[config.mk]
export PLATFORM = sky130hd
export DESIGN_NAME = wide_char_to_unsigned_parser
export DESIGN_NICKNAME = d
export VERILOG_FILES = /design/src/wcup_pkg.sv /design/src/wide_char_to_unsigned_parser.sv
export SDC_FILE = /design/constraint.sdc
export NUM_CORES = 1
export LEC_CHECK = 0
export BUFFER_PORTS_ARGS = -buffer_cell sky130_fd_sc_hd__buf_2
export CAP_MARGIN = 30
export CORE_MARGIN = 2
export CORE_UTILIZATION = 41
export DETAILED_ROUTE_END_ITERATION = 10
export GPL_ROUTABILITY_DRIVEN = 0
export GPL_TIMING_DRIVEN = 0
export PLACE_DENSITY_LB_ADDON = 0.05
export SLEW_MARGIN = 20
export SYNTH_ARGS = -nofsm -noshare
export SYNTH_HDL_FRONTEND = slang
export SYNTH_SLANG_ARGS = --single-unit
[constraint.sdc]
create_clock -name clk -period 14.17 [get_ports clk]
set_input_delay 0.7085 -clock clk [delete_from_list [all_inputs] [get_ports clk]]
set_output_delay 0.7085 -clock clk [all_outputs]
set_load 0.005 [all_outputs]
[src/wcup_pkg.sv]
// Package for the wide-character unsigned integer parser.
// Holds the parse phase codes, character constants and the digit decoder.
// No dependencies.
package wcup_pkg;

    localparam int CHAR_W = 21;
    localparam int BASE_W = 6;
    localparam int DIGIT_W = 6;
    localparam int VALUE_W = 64;
    localparam int OFFSET_W = 16;

    typedef logic [2:0] phase_t;
    typedef logic [CHAR_W-1:0] char_t;
    typedef logic [BASE_W-1:0] base_t;

    // Parse phase codes
    localparam phase_t PH_IDLE   = 3'd0;
    localparam phase_t PH_SPACE  = 3'd1;
    localparam phase_t PH_SIGNED = 3'd2;
    localparam phase_t PH_ZERO   = 3'd3;
    localparam phase_t PH_DIGITS = 3'd4;
    localparam phase_t PH_DONE   = 3'd5;

    // Digit progress codes
    localparam logic [1:0] DS_NONE = 2'd0;
    localparam logic [1:0] DS_SOME = 2'd1;
    localparam logic [1:0] DS_OVF  = 2'd2;

    // Character codes
    localparam char_t CH_TAB   = 21'd9;
    localparam char_t CH_CR    = 21'd13;
    localparam char_t CH_SPACE = 21'd32;
    localparam char_t CH_PLUS  = 21'd43;
    localparam char_t CH_MINUS = 21'd45;
    localparam char_t CH_ZERO  = 21'd48;
    localparam char_t CH_NINE  = 21'd57;
    localparam char_t CH_UA    = 21'd65;
    localparam char_t CH_UZ    = 21'd90;
    localparam char_t CH_LA    = 21'd97;
    localparam char_t CH_LZ    = 21'd122;
    localparam char_t CH_UX    = 21'd88;
    localparam char_t CH_LX    = 21'd120;

    // Radix limits
    localparam base_t BASE_MIN  = 6'd2;
    localparam base_t BASE_MAX  = 6'd36;
    localparam base_t BASE_ONE  = 6'd1;
    localparam base_t BASE_AUTO = 6'd0;
    localparam base_t BASE_OCT  = 6'd8;
    localparam base_t BASE_DEC  = 6'd10;
    localparam base_t BASE_HEX  = 6'd16;

    typedef struct packed {
        logic               valid;
        logic [DIGIT_W-1:0] value;
    } digit_t;

    // Alphanumeric decode: 0-9, then A-Z / a-z as 10..35
    function automatic digit_t digit_of(input char_t c);
        digit_t d;
        char_t  t;
        d.valid = 1'b0;
        d.value = '0;
        t = '0;
        if (c >= CH_ZERO && c <= CH_NINE)
        begin
            t = c - CH_ZERO;
            d.valid = 1'b1;
        end
        else if (c >= CH_UA && c <= CH_UZ)
        begin
            t = c - (CH_UA - 21'd10);
            d.valid = 1'b1;
        end
        else if (c >= CH_LA && c <= CH_LZ)
        begin
            t = c - (CH_LA - 21'd10);
            d.valid = 1'b1;
        end
        d.value = t[DIGIT_W-1:0];
        return d;
    endfunction

endpackage

[src/wide_char_to_unsigned_parser.sv]
// Streaming wide-string to unsigned 64-bit integer parser, top level.
// Words pass through an input register, a combinational parse step and a result register.
// One word per cycle unless a result that is not yet taken stalls the parse; the digit step
// is one 64x6 multiply-add with carry-out overflow check.
// Reset (async, active low) clears parse state to idle and the base register to 10.
// Depends on wcup_pkg.
module wide_char_to_unsigned_parser
    import wcup_pkg::*;
#(
    parameter longint unsigned MAX_OFFSET = 65535
)
(
    input  logic        clk,
    input  logic        rst_n,
    // configuration: number_base
    input  logic        cfg_valid,
    output logic        cfg_ready,
    input  logic [5:0]  cfg_data,
    // input stream
    input  logic        s_axis_tvalid,
    output logic        s_axis_tready,
    input  logic [23:0] s_axis_tdata,   // [20:0] char_code, [23:21] zero
    input  logic        s_axis_tuser,   // [0] first_char
    // result stream
    output logic        m_axis_tvalid,
    input  logic        m_axis_tready,
    output logic [79:0] m_axis_tdata,   // [63:0] value, [79:64] end_offset
    output logic [1:0]  m_axis_tuser    // [0] range_error, [1] bad_base
);

    localparam int CNT_W = $clog2(MAX_OFFSET + 64'd1);
    localparam logic [CNT_W-1:0] CNT_MAX = CNT_W'(MAX_OFFSET);
    localparam int PROD_W = VALUE_W + BASE_W;

    // Registers
    base_t              base_reg;
    logic               in_valid_reg;
    char_t              in_char_reg;
    logic               in_first_reg;
    phase_t             phase_reg, phase_next;
    logic [VALUE_W-1:0] acc_reg, acc_next;
    logic               minus_reg, minus_next;
    logic [1:0]         dstat_reg, dstat_next;
    base_t              wbase_reg, wbase_next;
    logic [CNT_W-1:0]   cnt_reg, cnt_next;
    logic               out_valid_reg;
    logic [VALUE_W-1:0] out_value_reg;
    logic [OFFSET_W-1:0] out_offset_reg;
    logic               out_range_reg;
    logic               out_bad_reg;

    // Per-word results
    logic               emit;
    logic [VALUE_W-1:0] res_value;
    logic [OFFSET_W-1:0] res_offset;
    logic               res_range;
    logic               res_bad;
    logic               fire;

    // Config register
    assign cfg_ready = 1'b1;

    always_ff @(posedge clk or negedge rst_n)
    begin
        if (!rst_n)
            base_reg <= BASE_DEC;
        else if (cfg_valid)
            base_reg <= cfg_data;
    end

    // Parse step: one character against the current state
    always_comb
    begin
        logic               active;
        logic               do_after;
        logic               do_digit;
        base_t              b;
        digit_t             dg;
        logic [PROD_W-1:0]  prod;
        logic [63:0]        cnt_wide;

        phase_next = phase_reg;
        acc_next   = acc_reg;
        minus_next = minus_reg;
        dstat_next = dstat_reg;
        wbase_next = wbase_reg;
        cnt_next   = cnt_reg;
        emit       = 1'b0;
        res_value  = '0;
        res_offset = '0;
        res_range  = 1'b0;
        res_bad    = 1'b0;
        active     = 1'b1;
        do_after   = 1'b0;
        do_digit   = 1'b0;
        b          = BASE_DEC;
        prod       = '0;
        dg         = digit_of(in_char_reg);
        cnt_wide   = 64'(cnt_reg);

        // new string restarts the parse
        if (in_first_reg)
        begin
            acc_next   = '0;
            minus_next = 1'b0;
            dstat_next = DS_NONE;
            cnt_next   = '0;
            cnt_wide   = '0;
            wbase_next = base_reg;
            phase_next = PH_SPACE;
            if (base_reg == BASE_ONE || base_reg > BASE_MAX)
            begin
                emit       = 1'b1;
                res_bad    = 1'b1;
                phase_next = PH_DONE;
                active     = 1'b0;
            end
        end

        if (active)
        begin
            unique case (phase_next)
                PH_SPACE:
                begin
                    if (in_char_reg == CH_SPACE ||
                        (in_char_reg >= CH_TAB && in_char_reg <= CH_CR))
                    begin
                        phase_next = PH_SPACE;
                    end
                    else if (in_char_reg == CH_MINUS)
                    begin
                        minus_next = 1'b1;
                        phase_next = PH_SIGNED;
                    end
                    else if (in_char_reg == CH_PLUS)
                        phase_next = PH_SIGNED;
                    else
                        do_after = 1'b1;
                end
                PH_SIGNED:
                    do_after = 1'b1;
                PH_ZERO:
                begin
                    if (in_char_reg == CH_LX || in_char_reg == CH_UX)
                    begin
                        wbase_next = BASE_HEX;
                        dstat_next = DS_NONE;
                        acc_next   = '0;
                        phase_next = PH_DIGITS;
                    end
                    else
                        do_digit = 1'b1;
                end
                PH_DIGITS:
                    do_digit = 1'b1;
                default:
                    active = 1'b0;
            endcase
        end

        // character after whitespace or sign: leading zero check
        if (do_after)
        begin
            if ((wbase_next == BASE_AUTO || wbase_next == BASE_HEX) &&
                in_char_reg == CH_ZERO)
            begin
                acc_next   = '0;
                dstat_next = DS_SOME;
                wbase_next = (wbase_next == BASE_AUTO) ? BASE_OCT : BASE_HEX;
                phase_next = PH_ZERO;
            end
            else
            begin
                if (wbase_next == BASE_AUTO)
                    wbase_next = BASE_DEC;
                do_digit = 1'b1;
            end
        end

        // digit accumulate or stop
        if (do_digit)
        begin
            b = (wbase_next < BASE_MIN || wbase_next > BASE_MAX) ? BASE_DEC : wbase_next;
            if (!(dg.valid && dg.value < b))
            begin
                emit       = 1'b1;
                res_offset = (dstat_next != DS_NONE) ? cnt_wide[OFFSET_W-1:0] : '0;
                res_range  = (dstat_next == DS_OVF);
                if (dstat_next == DS_OVF)
                    res_value = '1;
                else if (minus_next)
                    res_value = VALUE_W'(0) - acc_next;
                else
                    res_value = acc_next;
                phase_next = PH_DONE;
            end
            else
            begin
                prod = PROD_W'(acc_next) * PROD_W'(b) + PROD_W'(dg.value);
                if (dstat_next == DS_OVF || prod[PROD_W-1:VALUE_W] != '0)
                    dstat_next = DS_OVF;
                else
                begin
                    dstat_next = DS_SOME;
                    acc_next   = prod[VALUE_W-1:0];
                end
                phase_next = PH_DIGITS;
            end
        end

        // saturating character count
        if (active && cnt_next < CNT_MAX)
            cnt_next = cnt_next + CNT_W'(1);
    end

    // Handshake: the parse stage advances unless a result would overwrite a held one
    assign fire = in_valid_reg && (!emit || !out_valid_reg || m_axis_tready);
    assign s_axis_tready = !in_valid_reg || fire;

    // Input register
    always_ff @(posedge clk or negedge rst_n)
    begin
        if (!rst_n)
            in_valid_reg <= 1'b0;
        else if (s_axis_tready)
            in_valid_reg <= s_axis_tvalid;
    end

    always_ff @(posedge clk)
    begin
        if (s_axis_tready && s_axis_tvalid)
        begin
            in_char_reg  <= s_axis_tdata[CHAR_W-1:0];
            in_first_reg <= s_axis_tuser;
        end
    end

    // Parse state
    always_ff @(posedge clk or negedge rst_n)
    begin
        if (!rst_n)
        begin
            phase_reg <= PH_IDLE;
            acc_reg   <= '0;
            minus_reg <= 1'b0;
            dstat_reg <= DS_NONE;
            wbase_reg <= '0;
            cnt_reg   <= '0;
        end
        else if (fire)
        begin
            phase_reg <= phase_next;
            acc_reg   <= acc_next;
            minus_reg <= minus_next;
            dstat_reg <= dstat_next;
            wbase_reg <= wbase_next;
            cnt_reg   <= cnt_next;
        end
    end

    // Result register
    always_ff @(posedge clk or negedge rst_n)
    begin
        if (!rst_n)
            out_valid_reg <= 1'b0;
        else if (fire && emit)
            out_valid_reg <= 1'b1;
        else if (m_axis_tready)
            out_valid_reg <= 1'b0;
    end

    always_ff @(posedge clk)
    begin
        if (fire && emit)
        begin
            out_value_reg  <= res_value;
            out_offset_reg <= res_offset;
            out_range_reg  <= res_range;
            out_bad_reg    <= res_bad;
        end
    end

    assign m_axis_tvalid = out_valid_reg;
    assign m_axis_tdata  = {out_offset_reg, out_value_reg};
    assign m_axis_tuser  = {out_bad_reg, out_range_reg};

    // Checks
    a_bad_base_zero: assert property (@(posedge clk) disable iff (!rst_n)
        m_axis_tvalid && m_axis_tuser[1] |->
            m_axis_tdata[63:0] == '0 && !m_axis_tuser[0] && m_axis_tdata[79:64] == '0)
        else $error("bad base result carries nonzero fields");

    a_range_all_ones: assert property (@(posedge clk) disable iff (!rst_n)
        m_axis_tvalid && m_axis_tuser[0] |-> m_axis_tdata[63:0] == '1)
        else $error("range error result is not all ones");

    a_done_after_result: assert property (@(posedge clk) disable iff (!rst_n)
        fire && emit |=> phase_reg == PH_DONE)
        else $error("parser did not stop after giving a result");

endmodule

# Word level (Yosys, flattened, before mapping)
# Index checks and enable logic that the tools add are counted.
[word_totals]
ff_bits = 204
elab_cells = 153
[op_classes]
addsub = 6
mul = 1
order_cmp = 13
eq_ne = 13
mux = 74
bitwise = 2
n_reduce_logical = 29
[ops]
columns = ["cell", "n"]
rows = [
  ["$mux 64", 11],
  ["$eq 21x6->1 const B", 4],
  ["$add 70x6->70", 1],
  ["$mul 64x6->70", 1],
  ["$mux 6", 11],
  ["$sub 1x64->64 const A", 1],
  ["$eq 21x7->1 const B", 2],
  ["$ge 21x7->1 const B", 2],
  ["$le 21x7->1 const B", 2],
  ["$mux 16", 2],
  ["$mux 3", 10],
  ["$mux 1", 27],
  ["$ge 21x4->1 const B", 1],
  ["$ge 21x6->1 const B", 1],
  ["$le 21x4->1 const B", 1],
  ["$le 21x6->1 const B", 1],
  ["$mux 2", 9],
  ["$add 16x1->16 const B", 1],
  ["$lt 16x16->1 const B", 1],
  ["$gt 6x6->1 const B", 2],
  ["$sub 6x6->6 const B", 2],
  ["$logic_and 1x1->1", 10],
  ["$logic_or 1x1->1", 9],
  ["$reduce_or 4->1", 2],
  ["other kinds (18)", 24],
]

# Longest topological paths before layout
[depth]
word_depth = 25
depth_mapped = 37
mapped_depth_nobuf = 31

# Worst setup path before layout
# No wires, ideal clock.
[synth_path]
kind = "register to register"
start = "register in_char_reg[0]"
end = "register out_bad_reg (enable)"
setup_time_ns = 0.550
arrival_time_ns = 8.253
required_time_ns = 13.620
path_slack_ns = 5.367
path_stages_with_launch = 23
path_cell_list = "edfxtp_1 > clkbuf_1 > inv_1 > ha_1 > or3b_2 > o21ai_0 > a211oi_1 > nor3_1 > o211ai_1 > nand2_1 > a211o_1 > clkbuf_1 > ha_1 > a21o_1 > a21oi_1 > o21ai_0 > a21oi_1 > a21oi_1 > o31ai_4 > a31oi_1 > clkbuf_1 > clkbuf_1 > a21oi_1"
[synth_between]
elab_chain_len = 22
elab_cells_between_ends = 63
classes_between = "add/sub: 3; order compare: 11; eq/ne: 7; mux: 26; reduce/logical: 16"
[synth_lines]
columns = ["element", "line_no", "source"]
rows = [
  ["from (decl)", "wide_char_to_unsigned_parser.sv:38", "char_t in_char_reg;"],
  ["from (signal assigned)", "wide_char_to_unsigned_parser.sv:233", "in_char_reg <= s_axis_tdata[CHAR_W-1:0];"],
  ["parallel branches: the longest is 16 deep, another holds $ge 21x4->1", "n/a", ""],
  ["$mux 1 (*)", "wide_char_to_unsigned_parser.sv:181", "if (do_digit)"],
  ["$logic_not 1->1", "wide_char_to_unsigned_parser.sv:217", "assign fire = in_valid_reg && (!emit || !out_valid_reg || m_axis_tready);"],
  ["$logic_or 1x1->1 (2 in a row)", "wide_char_to_unsigned_parser.sv:217", ""],
  ["$logic_and 1x1->1", "wide_char_to_unsigned_parser.sv:217", ""],
  ["$logic_and 1x1->1 (*)", "wide_char_to_unsigned_parser.sv:274", "if (fire && emit)"],
  ["to (signal assigned)", "wide_char_to_unsigned_parser.sv:279", "out_bad_reg <= res_bad;"],
  ["to (decl)", "wide_char_to_unsigned_parser.sv:50", "logic out_bad_reg;"],
]
# Every way passes the cells marked *.
# A chain may end at the register's enable or synchronous reset.

# Worst setup path in the final report
[layout_path]
start = "register in_char_reg[4]"
end = "register acc_reg[2]"
[layout_between]
elab_chain_len = 21
elab_cells_between_ends = 80
classes_between = "add/sub: 4; mul: 1; order compare: 11; eq/ne: 8; mux: 39; reduce/logical: 17"
[layout_lines]
columns = ["element", "line_no", "source"]
rows = [
  ["parallel branches: the longest is 21 deep, another holds $mul 64x6->70", "n/a", ""],
  ["to (signal assigned)", "wide_char_to_unsigned_parser.sv:253", "acc_reg <= acc_next;"],
  ["to (decl)", "wide_char_to_unsigned_parser.sv:41", "logic [VALUE_W-1:0] acc_reg, acc_next;"],
]
# Several ways; the timed one is not identified.

==> reports/metrics.cfg <==
[outcome]
status = complete, no violations

[worst_setup_path]
r2r_cells = 34
cp.required_ns = 14.66
cp.arrival_ns = 12.85
worstSetupStartpoint = in_char_reg[4]
startpoint_type = flip-flop
reg2reg_from = in_char_reg[4]
slowest_delay_ns = 0.88
ff2ff_setup_slack_ns = 1.81
endpoint_kind = flip-flop
criticalPathCategory = flip-flop to flip-flop
critPathSlowestCell = o21ai_0
cp_max_fo = 10
r2r-end = acc_reg[2]

[pwr]
p_int_mw = 1.25
p_leak_nw = 12.1
p_clk_share_pct = 38.0
combPwrFrac_pct = 24.5
peakVddDrop_mv = 0.107
power.density_mw_per_mm2 = 73.0
p_seq_share_pct = 37.6
switching_power_uw = 686
p_sw_share_pct = 35.5

[floorplan]
pin_count = 121
rows = 88
initial_core_util_pct = 41.4
fp.dieArea_mm2 = 0.0601
coreArea_mm2 = 0.0576
die_h_um = 245
die_w_um = 245

[route]
drtAntennaViolNets = 0
via_per_inst = 5.92
post_drt_wl_per_cell_um = 23.9
dr.pass1.iters = 6
vias = 21507
drc = 0
drt-total-wl_um = 86600
drtIter0Drc = 2130

[global_route]
grt_antenna_before_repair = 1
grt_overflow = 0
met1_usage_pct = 41.4
grt_max_degree = 63
grt.total_usage_pct = 28.9
use_met3_pct = 5.72
use_met2_pct = 44.2
grt_pass1_wl_um = 132000
grt_pass1_vias = 21335
top_usage_layer = met2

[final_layout]
num-nets-final = 3292
fillers = 5657
post-route-cell-area_mm2 = 0.0265
layout-drive-gt1-share_pct = 7.96
area_growth_pct = 11.1
seqCellArea_mm2 = 0.00563
stdcell_count = 3630
multi_input_area_mm2 = 0.0172

[hold_path]
hp-class = primary input to asynchronous set/reset pin

[yosys]
seq_area_frac_synth_pct = 23.6
yosysTopAreaCell = fa_1
yosysMostFrequentCell = nor2_1
synth_area_leaders = fa_1 (21%), edfxtp_1 (13%), dfrtp_1 (10%)
synth_edf_count = 104
synth_fa_ha_area_share_pct = 29.6
synth_ff_type = edfxtp_1
synth_nets = 3140
synth_common_cells = nor2_1 (377), nand2_1 (296), fa_1 (252)
synth.distinct_cells = 85
synth-xor-area-share_pct = 3.20
yosysWarnings = 0
synthSimpleGateAreaFrac_pct = 21.0
synth_top_family_by_area = adder cells
synth_seq_cells = 204
avgSynthCellArea_um2 = 8.86
synth.mux.area_fraction_pct = 3.32
synth_compound_gate_area_share_pct = 14.8
syn_area_mm2 = 0.0238
yosysTopAreaCellShare_pct = 21.2
ys_async_sr_fraction_pct = 49.0
postSynthCellCount = 2692

[timing]
max_freq_ghz = 0.0809
slew_violations = 0
hold_viol = 0
setup_tns_ns = 0
min_period_ns = 12.36
final-setup-viol-count = 0
rsz0062_at_grt = false
maxSlewHeadroom_pct = 28.1
tightestPinTransition_ns = 1.05
finalCritPeriodShare_pct = 87.2
finalClockSkew_ns = 0.0220

[clock_network]
clk_pin_slew_ns = 0.06
root_buffer = clkbuf_16
cts_tree = built
cts_max_level = 1
post_cts.repair.setup_buffers = 0
cts_hold_buf = 0
cts.sinks = 204
cts_resized = 0
cts_made_buffers = 26
clock_path_buffers = 3
clock_latency_ns = 0.59

[place]
dp.cells = 3578
port-buffer-count = 115
place_area_mm2 = 0.0255
place.detailed.hpwl_um = 69500

[flow_run]
cap_violations = 0

## worst max-delay path by stage
| stage | end | slack, ns | cells past startpoint |
|---|---|---|---|
| detailed placement | acc_reg[2] | 2.01 | 34 |
| global placement | out_value_reg[19] | 1.60 | 19 |
| CTS | acc_reg[2] | 2.02 | 34 |
| finish | acc_reg[2] | 1.81 | 34 |
| floorplan | out_bad_reg | 5.37 | 22 |
| global route | acc_reg[2] | 1.40 | 32 |
## critical path: cells and delay by family, from the launching register on
family                   cells  cell delay [ns]
multiplexers                 1             0.21
buffers and inverters       11             3.45
AND/OR/NAND/NOR              6             1.36
AO/OA/AOI/OAI               10             4.15
adder cells (fa/ha/maj)      6             2.66
flip-flops                   1             0.41
## power by group through the flow
stage / clock network (mW) / registers (mW) / logic [mW]
finish: 0.734 / 0.726 / 0.473
global route: 0.772 / 0.733 / 0.501
CTS: 0.748 / 0.727 / 0.463
detailed placement: 0 / 0.738 / 0.462
global placement: 0 / 0.750 / 0.439
floorplan: 0 / 0.746 / 0.215
## per-stage QoR
step | power (mW) | setup slack (ns) | hold slack [ns] | utilization, %
final | 1.93 | 1.81 | 0.138 | 46.0
after global routing | 2.01 | 1.40 | 0.194 | 46.0
after CTS | 1.94 | 2.02 | 0.156 | 46.0
after detailed placement | 1.20 | 2.01 | 0.498 | 44.3
after global placement | 1.19 | 1.60 | 0.472 | 44.1
after floorplan | 0.961 | 5.37 | 0.413 | -
## layout make-up
cell class / instances / share of cell area [%]
Antenna cell: 1 / 0.00944
Buffer: 182 / 2.83
Clock buffer: 26 / 2.46
Clock inverter: 22 / 1.05
Inverter: 85 / 1.20
Multi-Input combinational cell: 2221 / 64.8
Sequential cell: 204 / 21.2
Tap cell: 765 / 3.61
Timing Repair Buffer: 124 / 2.79
## logic make-up (layout without fill, tap and decap cells)
family | count (synthesis) | after routing
simple gates | 1075 | 1075
fa+ha+maj | 412 | 412
mux | 78 | 78
compound gates | 568 | 568
other cells | 1 | 2
xor+xnor | 87 | 87
flops | 204 | 204
buf+inv | 267 | 439
## placed cells by master (no fill, tap or decap), drive strengths merged, types with 19 or more instances in the layout
cell type / n
a211oi: 19
a21o: 32
a21oi: 190
a31oi: 24
and2: 141
buf: 149
clkbuf: 183
dfrtp: 98
edfxtp: 104
fa: 252
ha: 160
inv: 85
mux2i: 69
nand2: 296
nand3: 40
nand4: 34
nor2: 377
nor3: 62
o211ai: 19
o21ai: 149
o31ai: 25
or3: 19
xnor2: 41
xor2: 46
## metal layers
layer | wire length, um | up-vias
met5 | 0 | -
met2 | 37900 | 1016
met3 | 7320 | 160
met1 | 38700 | 10686
li1 | - | 9645
met4 | 2640 | 0
Power figures use the tool's default switching activity.
